<file path="config.mk">
export PLATFORM = sky130hd
export DESIGN_NAME = parameter_slot_interpolator
export DESIGN_NICKNAME = d
export VERILOG_FILES = /design/src/rtl/psi_pkg.sv /design/src/rtl/psi_front.sv /design/src/rtl/psi_queue.sv /design/src/rtl/psi_back.sv /design/src/rtl/parameter_slot_interpolator.sv
export SDC_FILE = /design/constraint.sdc
export NUM_CORES = 2
export LEC_CHECK = 0
export ABC_AREA = 1
export ABC_CLOCK_PERIOD_IN_PS = 17800
export BUFFER_PORTS_ARGS = -buffer_cell sky130_fd_sc_hd__buf_2
export CORE_ASPECT_RATIO = 1.2
export CORE_MARGIN = 4
export CORE_UTILIZATION = 50
export DETAILED_ROUTE_END_ITERATION = 8
export PLACE_DENSITY = 0.67
export SLEW_MARGIN = 20
export SYNTH_ARGS = -nofsm -noshare
export SYNTH_HDL_FRONTEND = slang
export SYNTH_HIERARCHICAL = 1
export SYNTH_SLANG_ARGS = --single-unit
</file>
<file path="constraint.sdc">
create_clock -name clk -period 17.8 [get_ports clk]
set_clock_uncertainty 0.2 [all_clocks]
set_input_delay 3.56 -clock clk [delete_from_list [all_inputs] [get_ports clk]]
set_output_delay 3.56 -clock clk [all_outputs]
set_load 0.01 [all_outputs]
</file>
<file path="src/rtl/psi_pkg.sv">
// Shared types and constants for the parameter slot interpolator.
package psi_pkg;

  localparam int SLOT_W  = 6;
  localparam int BAND_W  = 5;
  localparam int VAL_W   = 32;
  localparam int Q_FRAC  = 28;
  localparam int RECIP_W = 29;
  localparam int ALPHA_W = 30;
  localparam int DIFF_W  = VAL_W + 1;
  localparam int END_W   = SLOT_W + 1;

  localparam int ROM_DEPTH   = 64;
  localparam int QUEUE_DEPTH = 4;
  localparam int QPTR_W      = $clog2(QUEUE_DEPTH);
  localparam int QCNT_W      = QPTR_W + 1;

  localparam int DEF_BANDS     = 28;
  localparam int DEF_MAX_SLOTS = 64;

  localparam logic [BAND_W-1:0]       NUM_BANDS_RESET = 5'd28;
  localparam logic signed [END_W-1:0] SLOT_NONE       = -7'sd1;

  // One segment of slots to interpolate for one band.
  typedef struct packed {
    logic [BAND_W-1:0]        band;
    logic [SLOT_W-1:0]        first;
    logic [SLOT_W-1:0]        hi;
    logic [VAL_W-1:0]         prev;
    logic signed [DIFF_W-1:0] diff;
    logic [RECIP_W-1:0]       recip;
  } psi_job_t;

  typedef struct packed {
    logic              empty;
    logic [QCNT_W-1:0] count;
  } psi_qstat_t;

endpackage

</file>
<file path="src/rtl/psi_front.sv">
// Request intake: band filter, segment bounds, stored band values, reciprocal lookup.
module psi_front #(
  parameter int BANDS     = psi_pkg::DEF_BANDS,
  parameter int MAX_SLOTS = psi_pkg::DEF_MAX_SLOTS
) (
  input  logic                              clk,
  input  logic                              rst,
  input  logic [psi_pkg::BAND_W-1:0]        num_bands,
  input  logic                              req_valid,
  output logic                              req_stall,
  input  logic                              frame_start,
  input  logic [psi_pkg::BAND_W-1:0]        band,
  input  logic [psi_pkg::SLOT_W-1:0]        end_slot,
  input  logic signed [psi_pkg::VAL_W-1:0]  new_value,
  input  psi_pkg::psi_qstat_t               q_stat,
  output logic                              q_push,
  output psi_pkg::psi_job_t                 q_job
);
  import psi_pkg::*;

  localparam int AW = (BANDS > 1) ? $clog2(BANDS) : 1;

  logic [RECIP_W-1:0] rom [ROM_DEPTH];

  for (genvar g = 0; g < ROM_DEPTH; g++) begin : g_rom
    localparam logic [RECIP_W-1:0] RecipVal =
      RECIP_W'(((64'd1 << Q_FRAC) + 64'((g + 1) / 2)) / 64'(g + 1));
    assign rom[g] = RecipVal;
  end

  logic [VAL_W-1:0] mem [BANDS];
  logic [BANDS-1:0] mem_vld;
  logic [VAL_W-1:0] rd_data;
  logic             rd_vld;

  logic signed [END_W-1:0] prev_end;
  logic signed [END_W-1:0] cur_end;

  logic                    accept;
  logic                    in_use;
  logic [SLOT_W-1:0]       hi;
  logic signed [END_W-1:0] lo;
  logic signed [END_W:0]   len;
  logic                    nonempty;
  logic [AW-1:0]           addr;

  logic              f1_valid;
  logic [BAND_W-1:0] f1_band;
  logic [SLOT_W-1:0] f1_first;
  logic [SLOT_W-1:0] f1_hi;
  logic [VAL_W-1:0]  f1_new;
  logic [VAL_W-1:0]  f1_prev;

  // Leave room for the item in the second stage plus the one taken now.
  assign req_stall = (int'(q_stat.count) + int'(f1_valid)) >= QUEUE_DEPTH;
  assign accept    = req_valid && !req_stall;
  assign in_use    = (band < num_bands) && (int'(band) < BANDS);
  assign addr      = AW'(band);

  always_comb begin
    if ({1'b0, end_slot} > END_W'(MAX_SLOTS - 1)) begin
      hi = SLOT_W'(MAX_SLOTS - 1);
    end else begin
      hi = end_slot;
    end
    if (frame_start) begin
      lo = SLOT_NONE;
    end else if (band == '0) begin
      lo = cur_end;
    end else begin
      lo = prev_end;
    end
    len      = $signed({2'b00, hi}) - $signed({lo[END_W-1], lo});
    nonempty = !len[END_W] && (len != '0);
  end

  always_ff @(posedge clk) begin
    if (rst) begin
      prev_end <= SLOT_NONE;
      cur_end  <= SLOT_NONE;
      mem_vld  <= '0;
      f1_valid <= 1'b0;
    end else begin
      f1_valid <= accept && in_use && nonempty;
      if (accept && in_use) begin
        mem_vld[addr] <= 1'b1;
        if (band == '0) begin
          prev_end <= frame_start ? SLOT_NONE : cur_end;
          cur_end  <= $signed({1'b0, hi});
        end
      end
    end
  end

  always_ff @(posedge clk) begin
    if (accept && in_use) begin
      mem[addr] <= new_value;
    end
    if (accept) begin
      rd_data  <= mem[addr];
      rd_vld   <= mem_vld[addr];
      f1_band  <= band;
      f1_first <= lo[SLOT_W-1:0] + SLOT_W'(1);
      f1_hi    <= hi;
      f1_new   <= new_value;
    end
  end

  assign f1_prev = rd_vld ? rd_data : '0;

  always_comb begin
    q_push      = f1_valid;
    q_job.band  = f1_band;
    q_job.first = f1_first;
    q_job.hi    = f1_hi;
    q_job.prev  = f1_prev;
    q_job.diff  = $signed({f1_new[VAL_W-1], f1_new}) - $signed({f1_prev[VAL_W-1], f1_prev});
    q_job.recip = rom[f1_hi - f1_first];
  end

endmodule

</file>
<file path="src/rtl/psi_queue.sv">
// Small FIFO of segment jobs between intake and interpolation.
module psi_queue (
  input  logic                clk,
  input  logic                rst,
  input  logic                push,
  input  psi_pkg::psi_job_t   push_job,
  input  logic                pop,
  output psi_pkg::psi_job_t   head_job,
  output psi_pkg::psi_qstat_t stat
);
  import psi_pkg::*;

  psi_job_t            entries [QUEUE_DEPTH];
  logic [QPTR_W-1:0]   wr_ptr;
  logic [QPTR_W-1:0]   rd_ptr;
  logic [QCNT_W-1:0]   count;

  always_ff @(posedge clk) begin
    if (rst) begin
      wr_ptr <= '0;
      rd_ptr <= '0;
      count  <= '0;
    end else begin
      if (push) begin
        wr_ptr <= wr_ptr + QPTR_W'(1);
      end
      if (pop) begin
        rd_ptr <= rd_ptr + QPTR_W'(1);
      end
      count <= count + QCNT_W'(push) - QCNT_W'(pop);
    end
  end

  always_ff @(posedge clk) begin
    if (push) begin
      entries[wr_ptr] <= push_job;
    end
  end

  assign head_job   = entries[rd_ptr];
  assign stat.count = count;
  assign stat.empty = (count == '0);

endmodule

</file>
<file path="src/rtl/psi_back.sv">
// Slot sequencer and shared multiply-blend pipeline with output register.
module psi_back (
  input  logic                              clk,
  input  logic                              rst,
  input  psi_pkg::psi_job_t                 head_job,
  input  psi_pkg::psi_qstat_t               q_stat,
  output logic                              q_pop,
  output logic                              res_valid,
  input  logic                              res_stall,
  output logic [psi_pkg::SLOT_W-1:0]        slot,
  output logic [psi_pkg::BAND_W-1:0]        out_band,
  output logic signed [psi_pkg::VAL_W-1:0]  interp_value,
  output logic                              last
);
  import psi_pkg::*;

  logic advance;

  // Issue stage: walk the slots of one job, alpha accumulates the reciprocal.
  logic                     busy;
  logic [SLOT_W-1:0]        slot_cnt;
  logic [SLOT_W-1:0]        hi;
  logic [BAND_W-1:0]        band_q;
  logic [VAL_W-1:0]         prev_q;
  logic signed [DIFF_W-1:0] diff_q;
  logic [RECIP_W-1:0]       recip_q;
  logic [ALPHA_W-1:0]       alpha;

  // Multiply stage.
  logic                     s1_valid;
  logic [SLOT_W-1:0]        s1_slot;
  logic [BAND_W-1:0]        s1_band;
  logic                     s1_last;
  logic [VAL_W-1:0]         s1_prev;
  logic [VAL_W-1:0]         s1_prod;
  logic signed [63:0]       prod_full;

  assign advance   = !res_valid || !res_stall;
  assign q_pop     = advance && !busy && !q_stat.empty;
  assign prod_full = 64'(diff_q) * 64'($signed({1'b0, alpha}));

  always_ff @(posedge clk) begin
    if (rst) begin
      busy      <= 1'b0;
      s1_valid  <= 1'b0;
      res_valid <= 1'b0;
    end else if (advance) begin
      res_valid <= s1_valid;
      s1_valid  <= busy;
      if (busy) begin
        if (slot_cnt == hi) begin
          busy <= 1'b0;
        end
      end else if (!q_stat.empty) begin
        busy <= 1'b1;
      end
    end
  end

  always_ff @(posedge clk) begin
    if (advance) begin
      if (busy) begin
        slot_cnt <= slot_cnt + SLOT_W'(1);
        alpha    <= alpha + ALPHA_W'(recip_q);
      end else begin
        slot_cnt <= head_job.first;
        hi       <= head_job.hi;
        band_q   <= head_job.band;
        prev_q   <= head_job.prev;
        diff_q   <= head_job.diff;
        recip_q  <= head_job.recip;
        alpha    <= ALPHA_W'(head_job.recip);
      end
      s1_slot      <= slot_cnt;
      s1_band      <= band_q;
      s1_last      <= (slot_cnt == hi);
      s1_prev      <= prev_q;
      s1_prod      <= prod_full[Q_FRAC+VAL_W-1:Q_FRAC];
      slot         <= s1_slot;
      out_band     <= s1_band;
      last         <= s1_last;
      // prev * 2^28 has no bits below the binary point, so only the top adds.
      interp_value <= $signed(s1_prod + s1_prev);
    end
  end

endmodule

</file>
<file path="src/rtl/parameter_slot_interpolator.sv">
// Top level of the parameter slot interpolator: intake, job queue, blend engine.
//
//   channel   direction  handshake              payload
//   request   in         req_valid / req_stall  frame_start, band, end_slot, new_value
//   result    out        res_valid / res_stall  slot, out_band, interp_value, last
//   config    in         wr_en                  wr_data (num_bands)
//
// A request whose segment covers n slots occupies the blend engine for the whole segment:
// one result per cycle while res_stall is low, then a load step before the next job.
// Requests with no results use only the intake. A first result passes the intake register,
// the job queue, the issue stage, the multiply stage and the output register.
// Reset is synchronous: it clears the per-band valid bits, so stored values read as
// zero at once, and sets both end-slot registers to minus one. No clearing pass.
// res_stall freezes the whole blend pipeline; req_stall rises when the job queue
// cannot take another request.
module parameter_slot_interpolator #(
  parameter int BANDS     = psi_pkg::DEF_BANDS,
  parameter int MAX_SLOTS = psi_pkg::DEF_MAX_SLOTS
) (
  input  logic                              clk,
  input  logic                              rst,
  input  logic                              wr_en,
  input  logic [psi_pkg::BAND_W-1:0]        wr_data,
  input  logic                              req_valid,
  output logic                              req_stall,
  input  logic                              frame_start,
  input  logic [psi_pkg::BAND_W-1:0]        band,
  input  logic [psi_pkg::SLOT_W-1:0]        end_slot,
  input  logic signed [psi_pkg::VAL_W-1:0]  new_value,
  output logic                              res_valid,
  input  logic                              res_stall,
  output logic [psi_pkg::SLOT_W-1:0]        slot,
  output logic [psi_pkg::BAND_W-1:0]        out_band,
  output logic signed [psi_pkg::VAL_W-1:0]  interp_value,
  output logic                              last
);
  import psi_pkg::*;

  logic [BAND_W-1:0] num_bands;
  logic              q_push;
  logic              q_pop;
  psi_job_t          push_job;
  psi_job_t          head_job;
  psi_qstat_t        q_stat;

  // Hold the band count; it is to be written only while the block is idle, which the block itself does not enforce.
  always_ff @(posedge clk) begin
    if (rst) begin
      num_bands <= NUM_BANDS_RESET;
    end else if (wr_en) begin
      num_bands <= wr_data;
    end
  end

  // Filter the request, advance the set boundaries, swap in the band's new value.
  psi_front #(
    .BANDS     (BANDS),
    .MAX_SLOTS (MAX_SLOTS)
  ) u_front (
    .clk         (clk),
    .rst         (rst),
    .num_bands   (num_bands),
    .req_valid   (req_valid),
    .req_stall   (req_stall),
    .frame_start (frame_start),
    .band        (band),
    .end_slot    (end_slot),
    .new_value   (new_value),
    .q_stat      (q_stat),
    .q_push      (q_push),
    .q_job       (push_job)
  );

  // Decouple intake from the blend engine.
  psi_queue u_queue (
    .clk      (clk),
    .rst      (rst),
    .push     (q_push),
    .push_job (push_job),
    .pop      (q_pop),
    .head_job (head_job),
    .stat     (q_stat)
  );

  // Emit one blended value per slot.
  psi_back u_back (
    .clk          (clk),
    .rst          (rst),
    .head_job     (head_job),
    .q_stat       (q_stat),
    .q_pop        (q_pop),
    .res_valid    (res_valid),
    .res_stall    (res_stall),
    .slot         (slot),
    .out_band     (out_band),
    .interp_value (interp_value),
    .last         (last)
  );

  a_no_overflow: assert property (@(posedge clk) disable iff (rst)
    q_push |-> (q_stat.count != QCNT_W'(QUEUE_DEPTH)))
    else $error("job queue written while full");

  a_no_underflow: assert property (@(posedge clk) disable iff (rst)
    q_pop |-> !q_stat.empty)
    else $error("job queue read while empty");

  a_unused_band_dropped: assert property (@(posedge clk) disable iff (rst)
    (req_valid && !req_stall && (band >= num_bands)) |=> !q_push)
    else $error("request for an unused band produced a job");

endmodule

</file>
**Word-level counts from Yosys, hierarchy flattened**

Memory sizes are Yosys's and may differ from the RTL's. A register that Yosys moved wholly into a read port is not among the register bits.
Index checks and enable logic that the tools add are counted.
W data, S select, Z words.

- Muxes and demuxes: 21
- Reduce and logical (&&, ||, !) cells: 20
- $add $sub $neg: 12
- Multipliers: 1
- $lt $le $gt $ge: 6
- Eq/ne operators: 1
- Bitwise logic cells: 3

Operator list:

| operator | count |
|---|---|
| $mux W29 | 3 |
| $mul A33 B31 Y60 | 1 |
| $sub A32 B32 Y33 | 1 |
| $add A32 B32 Y32 | 1 |
| $ge A32 B4 Y1 const B | 1 |
| $mux W32 | 1 |
| $add A30 B29 Y30 | 1 |
| $or A28 B28 Y28 | 1 |
| $mux W7 | 3 |
| $add A6 B1 Y6 const B | 2 |
| $mux W1 | 9 |
| $logic_and A1 B1 Y1 | 8 |
| $reduce_bool A8 Y1 | 1 |
| $sub A7 B7 Y8 | 1 |
| $ge A7 B7 Y1 const B | 1 |
| $not A6 Y7 | 1 |
| $eq A6 B6 Y1 | 1 |
| $logic_not A1 Y1 | 6 |
| $lt A5 B6 Y1 const B | 1 |
| $mux W6 | 1 |
| $sub A6 B6 Y6 | 1 |
| $bmux W1 S5 | 1 |
| $demux W1 S5 | 1 |
| $ge A5 B1 Y1 const B | 1 |
| 12 further kinds | 15 |

- Bits in read-only memories: 1856
- Bits in registers: 369
- Logic and storage cells: 100
- Memories kept: 3
- Bits of input ports: 54
- Memory bits (writable): 1340

Memories:

| name | words | bits a word | rd ports | clocked after memory_dff | wr ports | RTL line | RTL |
|---|---|---|---|---|---|---|---|
| (no name shown) | 64 | 29 | 1 | 0 | 0 | psi_front.sv:118 | `q_job.recip = rom[f1_hi - f1_first];` |
| u_front.mem | 28 | 32 | 1 | 1 | 1 | psi_front.sv:31 | `logic [VAL_W-1:0] mem [BANDS];` |
| u_queue.entries | 4 | 111 | 1 | 1 | 1 | psi_queue.sv:13 | `psi_job_t entries [QUEUE_DEPTH];` |

**Depth between registers and ports, before layout**

- Word-level depth: 7
- Mapped depth: 33
- Gate-level depth less buffers: 31

**By module**

Netlist, hierarchy kept.

Modules (own cells, without submodules):

| module | area each (um2) | sequential area each (um2) | instances | cells each |
|---|---|---|---|---|
| psi_back | 47989.8 | 7897.6 | 1 | 5730 |
| psi_front | 41919.0 | 30229.0 | 1 | 3144 |
| psi_queue | 17747.0 | 13513.0 | 1 | 1350 |
| parameter_slot_interpolator | 201.4 | 100.1 | 1 | 27 |

**Worst setup path before layout**

Ideal clock, no wire load.

- Path kind: input port to flip-flop
- From: input port res_stall
- To: register u_back.band_q[0] (enable)
- Data required time: 17141 ps
- Cell stages on the path: 3
- Arrival: 9393 ps
- Setup slack: 7749 ps
- Path through: nand2_1 -> nand2_1 -> inv_1

- Cells in the longest elaborated chain, start to end: 3

RTL lines:

| what | RTL line | RTL |
|---|---|---|
| from (decl) | parameter_slot_interpolator.sv:31 | `input logic res_stall,` |
| $logic_not A1 Y1 | psi_back.sv:38 | `assign advance = !res_valid \|\| !res_stall;` |
| $logic_or A1 B1 Y1 | psi_back.sv:38 |  |
| $reduce_and A2 Y1 (no line) | - |  |
| to (signal assigned) | psi_back.sv:68 | `band_q <= head_job.band;` |
| to (decl) | psi_back.sv:23 | `logic [BAND_W-1:0] band_q;` |

No other way between the ends.
A chain may end at the register's enable or synchronous reset.

**Worst setup path after layout**

- From: register u_back.alpha[4]
- To: register u_back.s1_prod[27], data pin

- Cells in the longest elaborated chain, start to end: 1

RTL lines:

| what | RTL line | RTL |
|---|---|---|
| from (decl) | psi_back.sv:27 | `logic [ALPHA_W-1:0] alpha;` |
| from (signal assigned) | psi_back.sv:64 | `alpha <= alpha + ALPHA_W'(recip_q);` |
| from (signal assigned) | psi_back.sv:72 | `alpha <= ALPHA_W'(head_job.recip);` |
| $mul A33 B31 Y60 | psi_back.sv:40 | `assign prod_full = 64'(diff_q) * 64'($signed({1'b0, alpha}));` |
| via u_back.prod_full[55] | psi_back.sv:36 | `logic signed [63:0] prod_full;` |
| to (signal assigned) | psi_back.sv:78 | `s1_prod <= prod_full[Q_FRAC+VAL_W-1:Q_FRAC];` |
| to (decl) | psi_back.sv:35 | `logic [VAL_W-1:0] s1_prod;` |

The timed path passes the listed nets, and every way through them passes these cells.

==> results.json <==
{
  "outcome": "complete, no violations",
  "slowest_stage": "fa_1",
  "ys.warnings.count": 6,
  "finalSetupViolations": 0,
  "vias": 73740,
  "grt_use_total_pct": 27.95,
  "final_common_cell": "nand2_1",
  "hold_end": "u_back/slot[4]$_DFFE_PN_",
  "cp_common_cell": "fa_1",
  "clock_path_buffers": 3,
  "period_needed_ns": 8.557,
  "wl_per_cell_um": 23.64,
  "wl_um": 310900,
  "cp.required_ns": 18.16,
  "mostFrequentLayoutCells": "2,303 x nand2_1, 2,028 x inv_1, 1,683 x edfxtp_1",
  "start_util_pct": 50.32,
  "rsz0062_at_grt": "false",
  "clkTransAtPathRegs_ns": 0.06,
  "reg2reg_to": "u_back/s1_prod[27]$_DFFE_PN_",
  "reg2reg_setup_slack_ns": 9.24,
  "max_freq_ghz": 0.1169,
  "final_antenna_net_count": 0,
  "areaGrowthSynthToFinish_pct": 8.173,
  "clk_latency_ns": 0.81,
  "period_share_pct": 48.07,
  "cts-htree-levels": 4,
  "die_y_um": 516.8,
  "r2r-start": "u_back/alpha[4]$_DFFE_PN_",
  "ys_seq_area_share_pct": 47.97,
  "drive_gt1_share_pct": 5.811,
  "ys_seq_elements": 1743,
  "numCtsBuffers": 164,
  "post_cts_buffers": 0,
  "r2r_cells": 25,
  "clock-sinks": 1743,
  "max_stage_delay_ns": 1.01,
  "hpwl_um": 220600,
  "multi_input_area_um2": 46460,
  "io_pins": 100,
  "fin_setup_tns_ns": 0,
  "routabilityCongestion": 0.9846,
  "cts_resized": 0,
  "crit_fanout": 33,
  "holdPathStages": 0,
  "tightestPinTransition_ns": 1.279,
  "cp.arrival_ns": 8.91,
  "regArea_um2": 51750,
  "synth_ff_type": "edfxtp_1",
  "async_flop_share_pct": 0,
  "synth_edf_count": 1683,
  "drtIter0Drc": 6305,
  "path_class": "flip-flop to flip-flop",
  "grt_pass1_wl_um": 467800,
  "dieArea_um2": 223200,
  "holdCritStartpoint": "u_back/s1_slot[4]$_DFFE_PN_",
  "netlist_area_um2": 107900,
  "grt_max_degree": 155,
  "nets": 11550,
  "drtPass1Iterations": 6,
  "grt_overflow": 0,
  "grt_pass1_vias": 76200,
  "antenna_found_initial": 16,
  "relSlewSlack_pct": 14.73,
  "rows": 186,
  "hold_buffers": 0,
  "drv_cap": 0,
  "finalHoldViolCount": 0,
  "design.core.area_um2": 214300,
  "io_buffer_count": 99,
  "die_w_um": 432.0,
  "synth_cell_types": 56,
  "drc_errors": 0,
  "critPathCaptureType": "flip-flop",
  "crit_path_start_kind": "flip-flop",
  "synth_nets": 11610,
  "clockRootBuffer": "clkbuf_16",
  "tritoncts": "done",
  "holdCritPathClass": "flip-flop to flip-flop",
  "viasPerCell": 5.607,
  "syn_area_per_cell_um2": 10.52,
  "syn_inst": 10250,
  "slew_viol_final": 0,
  "filler_cell_count": 18350
}
[cells by family (layout without fill, tap and decap cells)]
family,after synthesis,in the layout,synth area share (%)
fa+ha+maj,1306,1306,22.15
buf+inv,2525,2599,9.082
flops,1743,1743,47.97
compound gates,1464,1464,8.417
xor+xnor,94,94,0.7877
other cells,0,7,0
simple gates,3119,3119,11.59
[flip-flops by register name, summed over array words and instances, names as in the netlist, 6 cells and up, named ones only]
register / cells
u_back/slot_cnt: 6
u_back/interp_value: 32
u_front/mem: 896
u_front/cur_end: 7
u_front/rd_data: 32
u_back/s1_slot: 6
u_front/f1_first: 6
u_back/recip_q: 29
u_back/s1_prod: 32
u_back/diff_q: 33
u_back/s1_prev: 32
u_back/slot: 6
u_back/prev_q: 32
u_queue/entries: 444
u_front/mem_vld: 28
u_back/hi: 6
u_back/alpha: 30
u_front/prev_end: 7
u_front/f1_new: 32
u_front/f1_hi: 6
[worst max-delay path by stage]
| stage | depth (start not counted) | slack, ns | start | end |
|---|---|---|---|---|
| 3_5_place_dp | 25 | 9.26 | u_back/alpha[4]$_DFFE_PN_ | u_back/s1_prod[27]$_DFFE_PN_ |
| 6_report | 25 | 9.24 | u_back/alpha[4]$_DFFE_PN_ | u_back/s1_prod[27]$_DFFE_PN_ |
| 5_1_grt | 25 | 8.77 | u_back/alpha[4]$_DFFE_PN_ | u_back/s1_prod[27]$_DFFE_PN_ |
| 3_3_place_gp | 27 | 9.36 | u_back/alpha[4]$_DFFE_PN_ | u_back/s1_prod[29]$_DFFE_PN_ |
| 4_1_cts | 25 | 9.20 | u_back/alpha[4]$_DFFE_PN_ | u_back/s1_prod[27]$_DFFE_PN_ |
| 2_1_floorplan | 3 | 7.75 | res_stall | u_back/band_q[0]$_DFFE_PP_ |
[synth_stat cells (62+ instances only)]
library cell  number  area [um2]
nand3_1          223        1116
inv_1           2045        7676
edfxtp_1        1683       50540
a22oi_1          396        2973
clkbuf_1         282        1059
ha_1             300        3754
xor2_1            62       543.0
fa_1            1006       20140
o211ai_1         141        1059
a21oi_1          442        2212
o21ai_0          303        1516
nand2_1         2310        8671
buf_2            135       675.7
nor2_1           386        1449
[routing by layer]
metal | track usage (%) | wire, um | vias up
li1 | - | - | 32930
met1 | 33.00 | 114600 | 37060
met2 | 50.45 | 161200 | 2882
met3 | 3.355 | 17230 | 856
met4 | 13.93 | 17720 | 18
met5 | 0 | 115 | -
[layout make-up]
cell class                 instances  share of cell area, %
clock inverter                   103                  1.076
sequential                      1743                  44.35
inverter                        2066                  6.673
antenna                            7                0.01501
clock buffer                     195                  3.697
multi-input combinational       5983                  39.82
tap                             2820                  3.024
timing repair buffer             235                  1.338
[per-stage QoR]
step | setup WS (ns) | instances | instance area [um2] | hold WS, ns | utilization, %
CTS | 9.205 | 13140 | 116600 | 0.2190 | 54.41
floorplan | 7.749 | 10250 | 107900 | 0.2003 | -
global placement | 9.363 | 12850 | 111100 | 0.2040 | 51.81
detailed placement | 9.259 | 12850 | 111100 | 0.2045 | 51.81
global route | 8.766 | 13150 | 116700 | 0.2232 | 54.43
finish | 9.243 | 13150 | 116700 | 0.2175 | 54.43
[worst max-delay path, delay by kind of cell, from the launching register on]
kind          cells  cell delay, ns
buf+inv           7            1.07
fa+ha+maj         9            5.25
flops             1            0.36
simple gates      9            1.37
Power is left out: the tool's default activity adds up to more than one toggle a clock period on the data nets, which glitch-free logic cannot reach.
